<file path="src/rtl/pcs_pkg.sv">
// Constants, register indexes and widths for the POV column strobe.
// No dependencies; used by pov_column_strobe.
package pcs_pkg;

  localparam int COLUMNS   = 8;
  localparam int LEDS      = 8;
  localparam int COL_W     = (COLUMNS > 1) ? $clog2(COLUMNS) : 1;
  localparam int HALF_SPAN = (COLUMNS - 1) / 2;

  localparam int TS_W      = 48;
  localparam int ANGLE_W   = 12;
  localparam int OFF_W     = 16;
  localparam int GLYPH_W   = 64;
  localparam int BYTE_W    = 8;
  localparam int CFG_IDX_W = 2;
  localparam int STEP_W    = 6;

  localparam logic [STEP_W-1:0]  DIV_LAST    = STEP_W'(TS_W - 1);
  localparam logic [ANGLE_W-1:0] FULL_TURN   = 12'd3600;
  localparam logic [12:0]        STALE_LIMIT = 13'd7200;
  localparam logic [BYTE_W-1:0]  LED_MASK    = BYTE_W'((16'd1 << LEDS) - 16'd1);

  localparam logic [ANGLE_W-1:0] PITCH_RESET = 12'd50;
  localparam logic [ANGLE_W-1:0] DRAW_RESET  = 12'd1800;
  localparam logic [GLYPH_W-1:0] GLYPH_RESET = 64'h0000_C366_3C66_C300;

  // Configuration register indexes
  localparam logic [CFG_IDX_W-1:0] REG_PIXEL_PITCH = 2'd0;
  localparam logic [CFG_IDX_W-1:0] REG_DRAW_ANGLE  = 2'd1;
  localparam logic [CFG_IDX_W-1:0] REG_GLYPH_BITS  = 2'd2;

  // Item kinds carried on tuser
  localparam logic MODE_EDGE   = 1'b0;
  localparam logic MODE_SAMPLE = 1'b1;

endpackage

</file>
<file path="src/rtl/pov_column_strobe.sv">
// Column strobe for a spinning 8-LED persistence-of-vision disk.
// Depends on pcs_pkg; single module with a bit-serial restoring divider.
//
//  channel   | dir | handshake               | payload
//  ----------+-----+-------------------------+-----------------------------------
//  s_axis    | in  | s_axis_tvalid/tready    | tdata: timestamp; tuser: mode
//  m_axis    | out | m_axis_tvalid/tready    | tdata: led_column
//  cfg       | in  | cfg_wr_en (no wait)     | cfg_index, cfg_data
//
// A sensor edge runs only the divider: one quotient bit per cycle.
// A sample runs the divider, a range check, offset reduction, a scan of up to 8
// write positions and a load; a scan with no hit returns to idle with no result.
// A stale quotient loads a blank column through the load state after the range check.
// A zero rate skips the divider and loads a blank column through the load state.
// Results sit in an output register; the next item is taken while one waits,
// and a new result waits in the load cycle until that register is free.
// rst is synchronous and resets the state, control and configuration registers; datapath registers are not reset.
module pov_column_strobe (
  input  logic                         clk,
  input  logic                         rst,
  // input item stream
  input  logic                         s_axis_tvalid,
  output logic                         s_axis_tready,
  input  logic [pcs_pkg::TS_W-1:0]     s_axis_tdata,   // [47:0] timestamp
  input  logic                         s_axis_tuser,   // [0] mode
  // result stream
  output logic                         m_axis_tvalid,
  input  logic                         m_axis_tready,
  output logic [pcs_pkg::BYTE_W-1:0]   m_axis_tdata,   // [7:0] led_column
  // configuration writes
  input  logic                         cfg_wr_en,
  input  logic [pcs_pkg::CFG_IDX_W-1:0] cfg_index,
  input  logic [pcs_pkg::GLYPH_W-1:0]  cfg_data
);

  typedef enum logic [2:0] {
    ST_IDLE,
    ST_DIVIDE,
    ST_CHECK,
    ST_OFFSET,
    ST_SCAN,
    ST_EMIT
  } state_t;

  state_t state;

  // configuration
  logic [pcs_pkg::ANGLE_W-1:0] pixel_pitch;
  logic [pcs_pkg::ANGLE_W-1:0] draw_angle;
  logic [pcs_pkg::GLYPH_W-1:0] glyph_bits;

  // architectural state
  logic [pcs_pkg::TS_W-1:0]    edge_time;
  logic [pcs_pkg::TS_W-1:0]    ticks_per_tenth;
  logic [pcs_pkg::ANGLE_W-1:0] previous_angle;

  // divider datapath
  logic [pcs_pkg::TS_W-1:0]    dvd;
  logic [pcs_pkg::TS_W-1:0]    rem;
  logic [pcs_pkg::TS_W-1:0]    dvs;
  logic [pcs_pkg::STEP_W-1:0]  step;
  logic                        is_sample;

  // angle and column scan
  logic [pcs_pkg::ANGLE_W-1:0] angle;
  logic [pcs_pkg::ANGLE_W-1:0] draw_m;
  logic [pcs_pkg::ANGLE_W-1:0] pitch_m;
  logic [pcs_pkg::OFF_W-1:0]   offset;
  logic [pcs_pkg::ANGLE_W-1:0] pos;
  logic [pcs_pkg::COL_W-1:0]   col;
  logic [pcs_pkg::GLYPH_W-1:0] glyph_sh;
  logic [pcs_pkg::BYTE_W-1:0]  col_val;

  logic                        s_xfer;
  logic                        m_xfer;
  logic                        m_free;
  logic [pcs_pkg::TS_W-1:0]    elapsed;
  logic [pcs_pkg::TS_W+1:0]    trial;
  logic                        q_bit;
  logic [pcs_pkg::TS_W-1:0]    rem_next;
  logic [pcs_pkg::TS_W-1:0]    dvd_next;
  logic                        stale;
  logic [12:0]                 q_low;
  logic [pcs_pkg::ANGLE_W-1:0] angle_next;
  logic [pcs_pkg::OFF_W-1:0]   offset_init;
  logic [12:0]                 start_sum;
  logic [pcs_pkg::ANGLE_W-1:0] first_pos;
  logic [12:0]                 pos_sum;
  logic [pcs_pkg::ANGLE_W-1:0] pos_next;
  logic                        hit;

  assign s_axis_tready = (state == ST_IDLE);
  assign s_xfer        = s_axis_tvalid && s_axis_tready;
  assign m_xfer        = m_axis_tvalid && m_axis_tready;
  assign m_free        = !m_axis_tvalid || m_axis_tready;

  // time since the last sensor edge, modulo 2^48
  assign elapsed = s_axis_tdata - edge_time;

  // one restoring divide step: shift in the next dividend bit, try a subtract
  always_comb begin
    trial    = {1'b0, rem, dvd[pcs_pkg::TS_W-1]} - {2'b00, dvs};
    q_bit    = !trial[pcs_pkg::TS_W+1];
    rem_next = q_bit ? trial[pcs_pkg::TS_W-1:0]
                     : {rem[pcs_pkg::TS_W-2:0], dvd[pcs_pkg::TS_W-1]};
    dvd_next = {dvd[pcs_pkg::TS_W-2:0], q_bit};
  end

  // range check and angle reduction on the finished quotient
  always_comb begin
    stale = (dvd > pcs_pkg::TS_W'(pcs_pkg::STALE_LIMIT));
    q_low = dvd[12:0];
    if (q_low >= pcs_pkg::STALE_LIMIT) begin
      angle_next = pcs_pkg::ANGLE_W'(q_low - pcs_pkg::STALE_LIMIT);
    end else if (q_low >= 13'(pcs_pkg::FULL_TURN)) begin
      angle_next = pcs_pkg::ANGLE_W'(q_low - 13'(pcs_pkg::FULL_TURN));
    end else begin
      angle_next = q_low[pcs_pkg::ANGLE_W-1:0];
    end
    // half a pitch plus whole pitches to the left of centre
    offset_init = pcs_pkg::OFF_W'(pixel_pitch >> 1)
                + pcs_pkg::OFF_W'(pcs_pkg::HALF_SPAN) * pcs_pkg::OFF_W'(pixel_pitch);
  end

  // first write position and the step to the next one
  always_comb begin
    start_sum = 13'(draw_m) + 13'(pcs_pkg::FULL_TURN) - 13'(offset[pcs_pkg::ANGLE_W-1:0]);
    first_pos = (start_sum >= 13'(pcs_pkg::FULL_TURN))
              ? pcs_pkg::ANGLE_W'(start_sum - 13'(pcs_pkg::FULL_TURN))
              : start_sum[pcs_pkg::ANGLE_W-1:0];
    pos_sum   = 13'(pos) + 13'(pitch_m);
    pos_next  = (pos_sum >= 13'(pcs_pkg::FULL_TURN))
              ? pcs_pkg::ANGLE_W'(pos_sum - 13'(pcs_pkg::FULL_TURN))
              : pos_sum[pcs_pkg::ANGLE_W-1:0];
    hit       = (previous_angle < pos) && (angle >= pos);
  end

  // sequencer, state and output register
  always_ff @(posedge clk) begin
    if (rst) begin
      state           <= ST_IDLE;
      m_axis_tvalid   <= 1'b0;
      pixel_pitch     <= pcs_pkg::PITCH_RESET;
      draw_angle      <= pcs_pkg::DRAW_RESET;
      glyph_bits      <= pcs_pkg::GLYPH_RESET;
      edge_time       <= '0;
      ticks_per_tenth <= '1;
      previous_angle  <= '0;
      step            <= '0;
      is_sample       <= 1'b0;
    end else begin
      // register writes
      if (cfg_wr_en) begin
        unique case (cfg_index)
          pcs_pkg::REG_PIXEL_PITCH: pixel_pitch <= cfg_data[pcs_pkg::ANGLE_W-1:0];
          pcs_pkg::REG_DRAW_ANGLE:  draw_angle  <= cfg_data[pcs_pkg::ANGLE_W-1:0];
          pcs_pkg::REG_GLYPH_BITS:  glyph_bits  <= cfg_data;
          default: ;
        endcase
      end

      // drop the result once transferred, unless a new one loads this cycle
      if (m_xfer && state != ST_EMIT) begin
        m_axis_tvalid <= 1'b0;
      end

      unique case (state)
        ST_IDLE: begin
          if (s_xfer) begin
            dvd       <= elapsed;
            rem       <= '0;
            step      <= '0;
            is_sample <= (s_axis_tuser == pcs_pkg::MODE_SAMPLE);
            if (s_axis_tuser == pcs_pkg::MODE_EDGE) begin
              dvs       <= pcs_pkg::TS_W'(pcs_pkg::FULL_TURN);
              edge_time <= s_axis_tdata;
              state     <= ST_DIVIDE;
            end else if (ticks_per_tenth == '0) begin
              col_val <= '0;
              state   <= ST_EMIT;
            end else begin
              dvs   <= ticks_per_tenth;
              state <= ST_DIVIDE;
            end
          end
        end

        ST_DIVIDE: begin
          dvd  <= dvd_next;
          rem  <= rem_next;
          step <= step + 1'b1;
          if (step == pcs_pkg::DIV_LAST) begin
            if (is_sample) begin
              state <= ST_CHECK;
            end else begin
              ticks_per_tenth <= dvd_next;
              state           <= ST_IDLE;
            end
          end
        end

        ST_CHECK: begin
          if (stale) begin
            col_val <= '0;
            state   <= ST_EMIT;
          end else begin
            angle   <= angle_next;
            offset  <= offset_init;
            draw_m  <= (draw_angle >= pcs_pkg::FULL_TURN)
                     ? draw_angle - pcs_pkg::FULL_TURN : draw_angle;
            pitch_m <= (pixel_pitch >= pcs_pkg::FULL_TURN)
                     ? pixel_pitch - pcs_pkg::FULL_TURN : pixel_pitch;
            state   <= ST_OFFSET;
          end
        end

        // reduce the offset one full turn per cycle
        ST_OFFSET: begin
          if (offset >= pcs_pkg::OFF_W'(pcs_pkg::FULL_TURN)) begin
            offset <= offset - pcs_pkg::OFF_W'(pcs_pkg::FULL_TURN);
          end else begin
            pos      <= first_pos;
            col      <= '0;
            glyph_sh <= glyph_bits;
            state    <= ST_SCAN;
          end
        end

        // test one write position per cycle, glyph shifting a column at a time
        ST_SCAN: begin
          if (hit) begin
            col_val        <= glyph_sh[pcs_pkg::BYTE_W-1:0] & pcs_pkg::LED_MASK;
            previous_angle <= angle;
            state          <= ST_EMIT;
          end else if (col == pcs_pkg::COL_W'(pcs_pkg::COLUMNS - 1)) begin
            previous_angle <= angle;
            state          <= ST_IDLE;
          end else begin
            pos      <= pos_next;
            col      <= col + 1'b1;
            glyph_sh <= glyph_sh >> pcs_pkg::BYTE_W;
          end
        end

        // hold until the output register is free
        ST_EMIT: begin
          if (m_free) begin
            m_axis_tvalid <= 1'b1;
            m_axis_tdata  <= col_val;
            state         <= ST_IDLE;
          end
        end

        default: state <= ST_IDLE;
      endcase
    end
  end

endmodule

</file>
<file path="config.mk">
export PLATFORM = sky130hd
export DESIGN_NAME = pov_column_strobe
export DESIGN_NICKNAME = d
export VERILOG_FILES = /design/src/rtl/pcs_pkg.sv /design/src/rtl/pov_column_strobe.sv
export SDC_FILE = /design/constraint.sdc
export NUM_CORES = 1
export LEC_CHECK = 0
export ABC_AREA = 1
export ABC_CLOCK_PERIOD_IN_PS = 7500
export BUFFER_PORTS_ARGS = -buffer_cell sky130_fd_sc_hd__buf_2
export CORE_MARGIN = 2
export CORE_UTILIZATION = 45
export CTS_CLUSTER_DIAMETER = 200
export DETAILED_ROUTE_END_ITERATION = 10
export GPL_TIMING_DRIVEN = 0
export PLACE_DENSITY_LB_ADDON = 0.08
export SYNTH_ARGS = -nofsm -noshare
export SYNTH_HDL_FRONTEND = slang
export SYNTH_SLANG_ARGS = --single-unit
</file>
<file path="constraint.sdc">
create_clock -name clk -period 7.5 [get_ports clk]
set_clock_uncertainty 0.1 [all_clocks]
set_input_delay 1.5 -clock clk [delete_from_list [all_inputs] [get_ports clk]]
set_output_delay 1.5 -clock clk [all_outputs]
set_load 0.02 [all_outputs]
</file>
* Word-level counts from Yosys, hierarchy flattened
Cells that the tools add are included.
** Cells by class
- Multiply operators :: 1
- Muxes and demuxes :: 51
- Bitwise gates (word level) :: 4
- $add $sub $neg :: 15
- Magnitude comparators :: 10
- Reductions and logical operators :: 31
- Equal/unequal tests :: 24
** Operator list (count)
- two-way mux 48 bit :: 4
- two-way mux 64 bit :: 3
- one-hot mux 48 bit (2 select lines) :: 2
- two-way mux 12 bit :: 11
- one-hot mux 64 bit (2 select lines) :: 1
- subtractor 12 bit, second input constant :: 6
- subtractor 49 x 48 -> 50 bit :: 1
- > comparator 48 x 13 -> 1 bit, second input constant :: 1
- logical NOT 48 bit :: 1
- subtractor 48 bit :: 1
- two-way mux 8 bit :: 5
- greater-or-equal comparator 13 x 12 -> 1 bit, second input constant :: 3
- two-way mux 3 bit :: 12
- two-way mux 16 bit :: 2
- one-hot mux 16 bit (2 select lines) :: 1
- greater-or-equal comparator 12 bit, second input constant :: 2
- one-hot mux 12 bit (2 select lines) :: 1
- one-hot mux 8 bit (3 select lines) :: 1
- inequality test 2 bit, second input constant :: 10
- one-hot mux 3 bit (6 select lines) :: 1
- greater-or-equal comparator 16 x 12 -> 1 bit, second input constant :: 1
- subtractor 16 x 12 -> 16 bit, second input constant :: 1
- adder 11 x 14 -> 15 bit :: 1
- AND reduction 3 bit :: 5
- 34 further kinds :: 59
** Word-level totals
- Register bits after elaboration :: 498
- Output and inout port bits :: 10

* Logic depth before layout (Yosys ltp)
- Depth in word-level cells :: 6
- Gate-level depth with buffers :: 21
- Depth with buffers taken out :: 21

* Worst setup path after synthesis
OpenSTA, ideal clock, no wires.
- Path type :: in2reg
- Start :: in rst
- End :: reg col[0] in the netlist's numbering, enable pin
- Setup slack :: -0.589 ns
- Required time :: 6.787 ns
- Buffers on the path :: 1
- Data arrival time :: 7.376 ns
- Stages :: 4
- Cell sequence :: inv_1 clkbuf_1 o21ai_0 nor3_1
** Between the ends
- Cells in the longest elaborated chain, start to end :: 2
** RTL lines
- from (decl) :: line pov_column_strobe.sv:20 : input logic rst,
- NOT 1 bit (no line)
- AND reduction 5 bit (no line)
- to (signal assigned) :: line pov_column_strobe.sv:240 : col <= col + 1'b1;
- to (decl) :: line pov_column_strobe.sv:70 : logic [pcs_pkg::COL_W-1:0] col;
Every way passes these cells.
A chain may end at the register's enable or synchronous reset.

* Worst setup path after layout
- Start :: in s_axis_tdata[0] in the netlist's numbering
- End :: reg dvd[30] in the netlist's numbering (data pin)
** Between the ends
- Cells in the longest elaborated chain, start to end :: 3
** RTL lines
- from (decl) :: line pov_column_strobe.sv:24 : input logic [pcs_pkg::TS_W-1:0] s_axis_tdata,
- subtractor 48 bit :: line pov_column_strobe.sv:98 : assign elapsed = s_axis_tdata - edge_time;
- two-way mux 48 bit :: line pov_column_strobe.sv:169 : if (s_xfer) begin
- one-hot mux 48 bit (2 select lines) :: line pov_column_strobe.sv:167 : unique case (state)
- to (signal assigned) :: line pov_column_strobe.sv:170 : dvd <= elapsed;
- to (signal assigned) :: line pov_column_strobe.sv:189 : dvd <= dvd_next;
- to (decl) :: line pov_column_strobe.sv:58 : logic [pcs_pkg::TS_W-1:0] dvd;
Every way passes these cells. The select of a mux whose other input is x is not followed.

==> flow_summary.toml <==
[sta]
max_freq_mhz = 257
finalHoldViolations = 0
tightestPinTransition_ns = 1.34
timing.final.ws_setup_ns = 3.62
min_period_ns = 3.88
report.final.slew_viol_count = 0
whs_ns = 0.322
min_period_over_period_pct = 51.8
relSlewSlack_pct = 9.77
setup_violations = 0
rsz0062_at_grt = "no"

[placed_design]
dpl.hpwl_mm = 71.1
gp_congestion = 0.962
placedCellCount = 4965
io_buffer_count = 129
dp_slack_ns = 2.96

[worst_setup_path]
end_kind = "flop"
worstPathMaxFanout = 5
r2r_cells = 8
critical_path_class = "input port to flop"
crit_arrival_ns = 4.17
cp-start-kind = "input port"
cp.required_ns = 7.79

[floorplanning]
start_util_pct = 45.4
core_sq_mm = 0.0670
die-area_sq_mm = 0.0697
die_y_um = 264
row_count = 95
die_w_um = 264
num_io_pins = 130

[power]
power_switching_mw = 3.99
leakagePower_nw = 15.2
clkPwrFrac_pct = 28.4
irDropWorstVdd_mv = 0.192
switching_share_pct = 38.7
pwr-share-comb_pct = 36.2
intPower_mw = 6.34
powerDensity_mw_per_mm2 = 301
seq_power_share_pct = 35.4

[routing]
drc_errors = 0
vias = 26495
wl_per_cell_um = 17.6
drtPass1Iterations = 6
highest_layer = "met5"
wl_met2_mm = 40.2
route.met3.wl_mm = 3.65
drt_wl_total_mm = 89.5
avgViaCountPerCell = 5.22
ant_nets = 0
wl_met1_mm = 43.0
drt_iter0_markers = 1839

[synth]
synthDistinctLibCells = 57
synth-seq-cells = 498
synth_compound_area_share_pct = 14.6
syn_avg_cell_area_sq_um = 7.69
yosys.area_share.simple_pct = 22.7
async_flop_share_pct = 0
synth_cells = 3954
synth_xor_area_share_pct = 2.29
synth-adder-area-share_pct = 9.07
synth_mux_area_share_pct = 0
synth_area_sq_mm = 0.0304
yosys_warnings = 0
yosysSeqAreaShare_pct = 42.3
synth-main-ff-cell = "edfxtp_1"
synth_top_family_by_area = "simple AND/OR/NAND/NOR gates"
synth.largest_area_cell = "edfxtp_1"
synth_edf_count = 291
syn-num-nets = 4285
synth_top_area_share_pct = 28.7
synth_area_leaders = "edfxtp_1 (29%), dfxtp_1 (14%), nand2_1 (10%), ha_1 (8.0%), inv_1 (7.3%)"

[final_layout]
syn2layout_area_growth_pct = 12.9
finalNonFillerCells = 5074
drive_above_1_share_pct = 7.79
fin_nets = 4481

[cts]
cts_made_buffers = 56
htreeDepth = 2
cts_sinks = 498
cts_tree = "done"
cts_buffer_depth = 3
post_cts_resized = 0
path_clk_slew_ns = 0.06
holdBufCountCts = 0
cts_setup_buffers = 0
clk_latency_ns = 0.66
root_buffer = "clkbuf_16"

[global_routing]
overflow = 0
grt_pass1_wl_mm = 140
grt_use_total_pct = 25.4
antenna_found_initial = 4
grt_max_degree = 37
grt_pass1_vias = 25318

[worst_hold_path]
hold_path_depth = 0
hold_path.class = "flop to flop"

[outcome]
status = "completed"

[job]
cap_violations = 0
## cells in the final DEF, fill, tap and decap left out, types with 13 or more instances in the layout
cell type / count
edfxtp_1: 291
nor3_1: 35
dfxtp_1: 207
clkbuf_16: 57
a21oi_1: 297
xnor2_1: 26
clkbuf_1: 103
ha_1: 195
o21bai_1: 13
o21ai_1: 23
nand3_1: 206
xor2_1: 50
or2_2: 16
nor2_1: 419
o21ai_0: 359
o211ai_1: 46
buf_2: 138
nand4_1: 58
fa_1: 16
inv_1: 594
nand2_1: 831
a31oi_1: 20
nor4_1: 19
## state kept, by name, indices dropped and copies added, names as in the netlist, 16 cells and up
signal / cells
dvs: 48
edge_time: 48
offset: 16
glyph_sh: 64
rem: 48
dvd: 48
ticks_per_tenth: 48
glyph_bits: 64
## worst paths after layout
path              startpoint         endpoint  slack [ns]
max          s_axis_tdata[0]          dvd[30]        3.62
min               col_val[0]  m_axis_tdata[0]        0.32
max reg2reg         state[1]     glyph_sh[48]        4.01
min reg2reg       col_val[0]  m_axis_tdata[0]        0.32
## per-layer routing
layer  GRT usage [%]  vias up
li1                -    13489
met1            36.1    12313
met2            41.4      564
met3            2.19      127
met4            7.34        2
met5               0        -
## Yosys cell counts, types with 50 or more instances
cell type	count
nand4_1	58
a21oi_1	297
nand3_1	206
edfxtp_1	291
nand2_1	831
o21ai_0	359
nor2_1	421
xor2_1	50
dfxtp_1	207
inv_1	594
clkbuf_1	94
ha_1	195
## critical path: stages
cell,delay (ns)
buf_2,0.09
inv_1,0.05
ha_1,0.30
fa_1,0.47
inv_1,0.16
nand3_1,0.09
nand2_1,0.20
a21oi_1,0.21
o21ai_0,0.47
nand2_1,0.25
nand2_1,0.12
nand2_1,0.05
nand3_1,0.09
o21ai_0,0.11
## layout make-up
class                      count  area (sq um)
antenna                        3          7.51
buffer                       111           477
clock buffer                  76          1600
clock inverter                30           393
fill                        6811         32700
inverter                     602          2260
multi-input combinational   2743         14800
sequential                   498         12900
tap                          873          1090
timing repair buffer         138           818
## cell families (layout without fill, tap and decap cells)
logic type      Yosys count  count (layout)
simple gates           1640            1640
compound gates          814             814
buf+inv                 713             957
flops                   498             498
fa+ha+maj               211             211
xor+xnor                 78              78
other cells               0               3
## power groups by stage
| stage | sequential [mW] | combinational, mW | clock (mW) |
|---|---|---|---|
| 2_1_floorplan | 3.68 | 2.53 | 0 |
| 3_3_place_gp | 3.76 | 3.63 | 0 |
| 3_5_place_dp | 3.71 | 3.70 | 0 |
| 4_1_cts | 3.66 | 3.72 | 3.00 |
| 5_1_grt | 3.70 | 4.19 | 3.08 |
| 6_report | 3.66 | 3.74 | 2.93 |
## metrics by stage
| stage | utilization (%) | area, sq um | power (mW) | TNS (ns) |
|---|---|---|---|---|
| after global placement | 48.0 | 32200 | 7.39 | -180.71 |
| after detailed placement | 48.3 | 32400 | 7.41 | 0 |
| after CTS | 51.2 | 34400 | 10.4 | 0 |
| after floorplan | - | 30400 | 6.20 | 0 |
| final | 51.3 | 34400 | 10.3 | 0 |
| after global routing | 51.2 | 34400 | 11.0 | 0 |
Power figures use the tool's default switching activity.
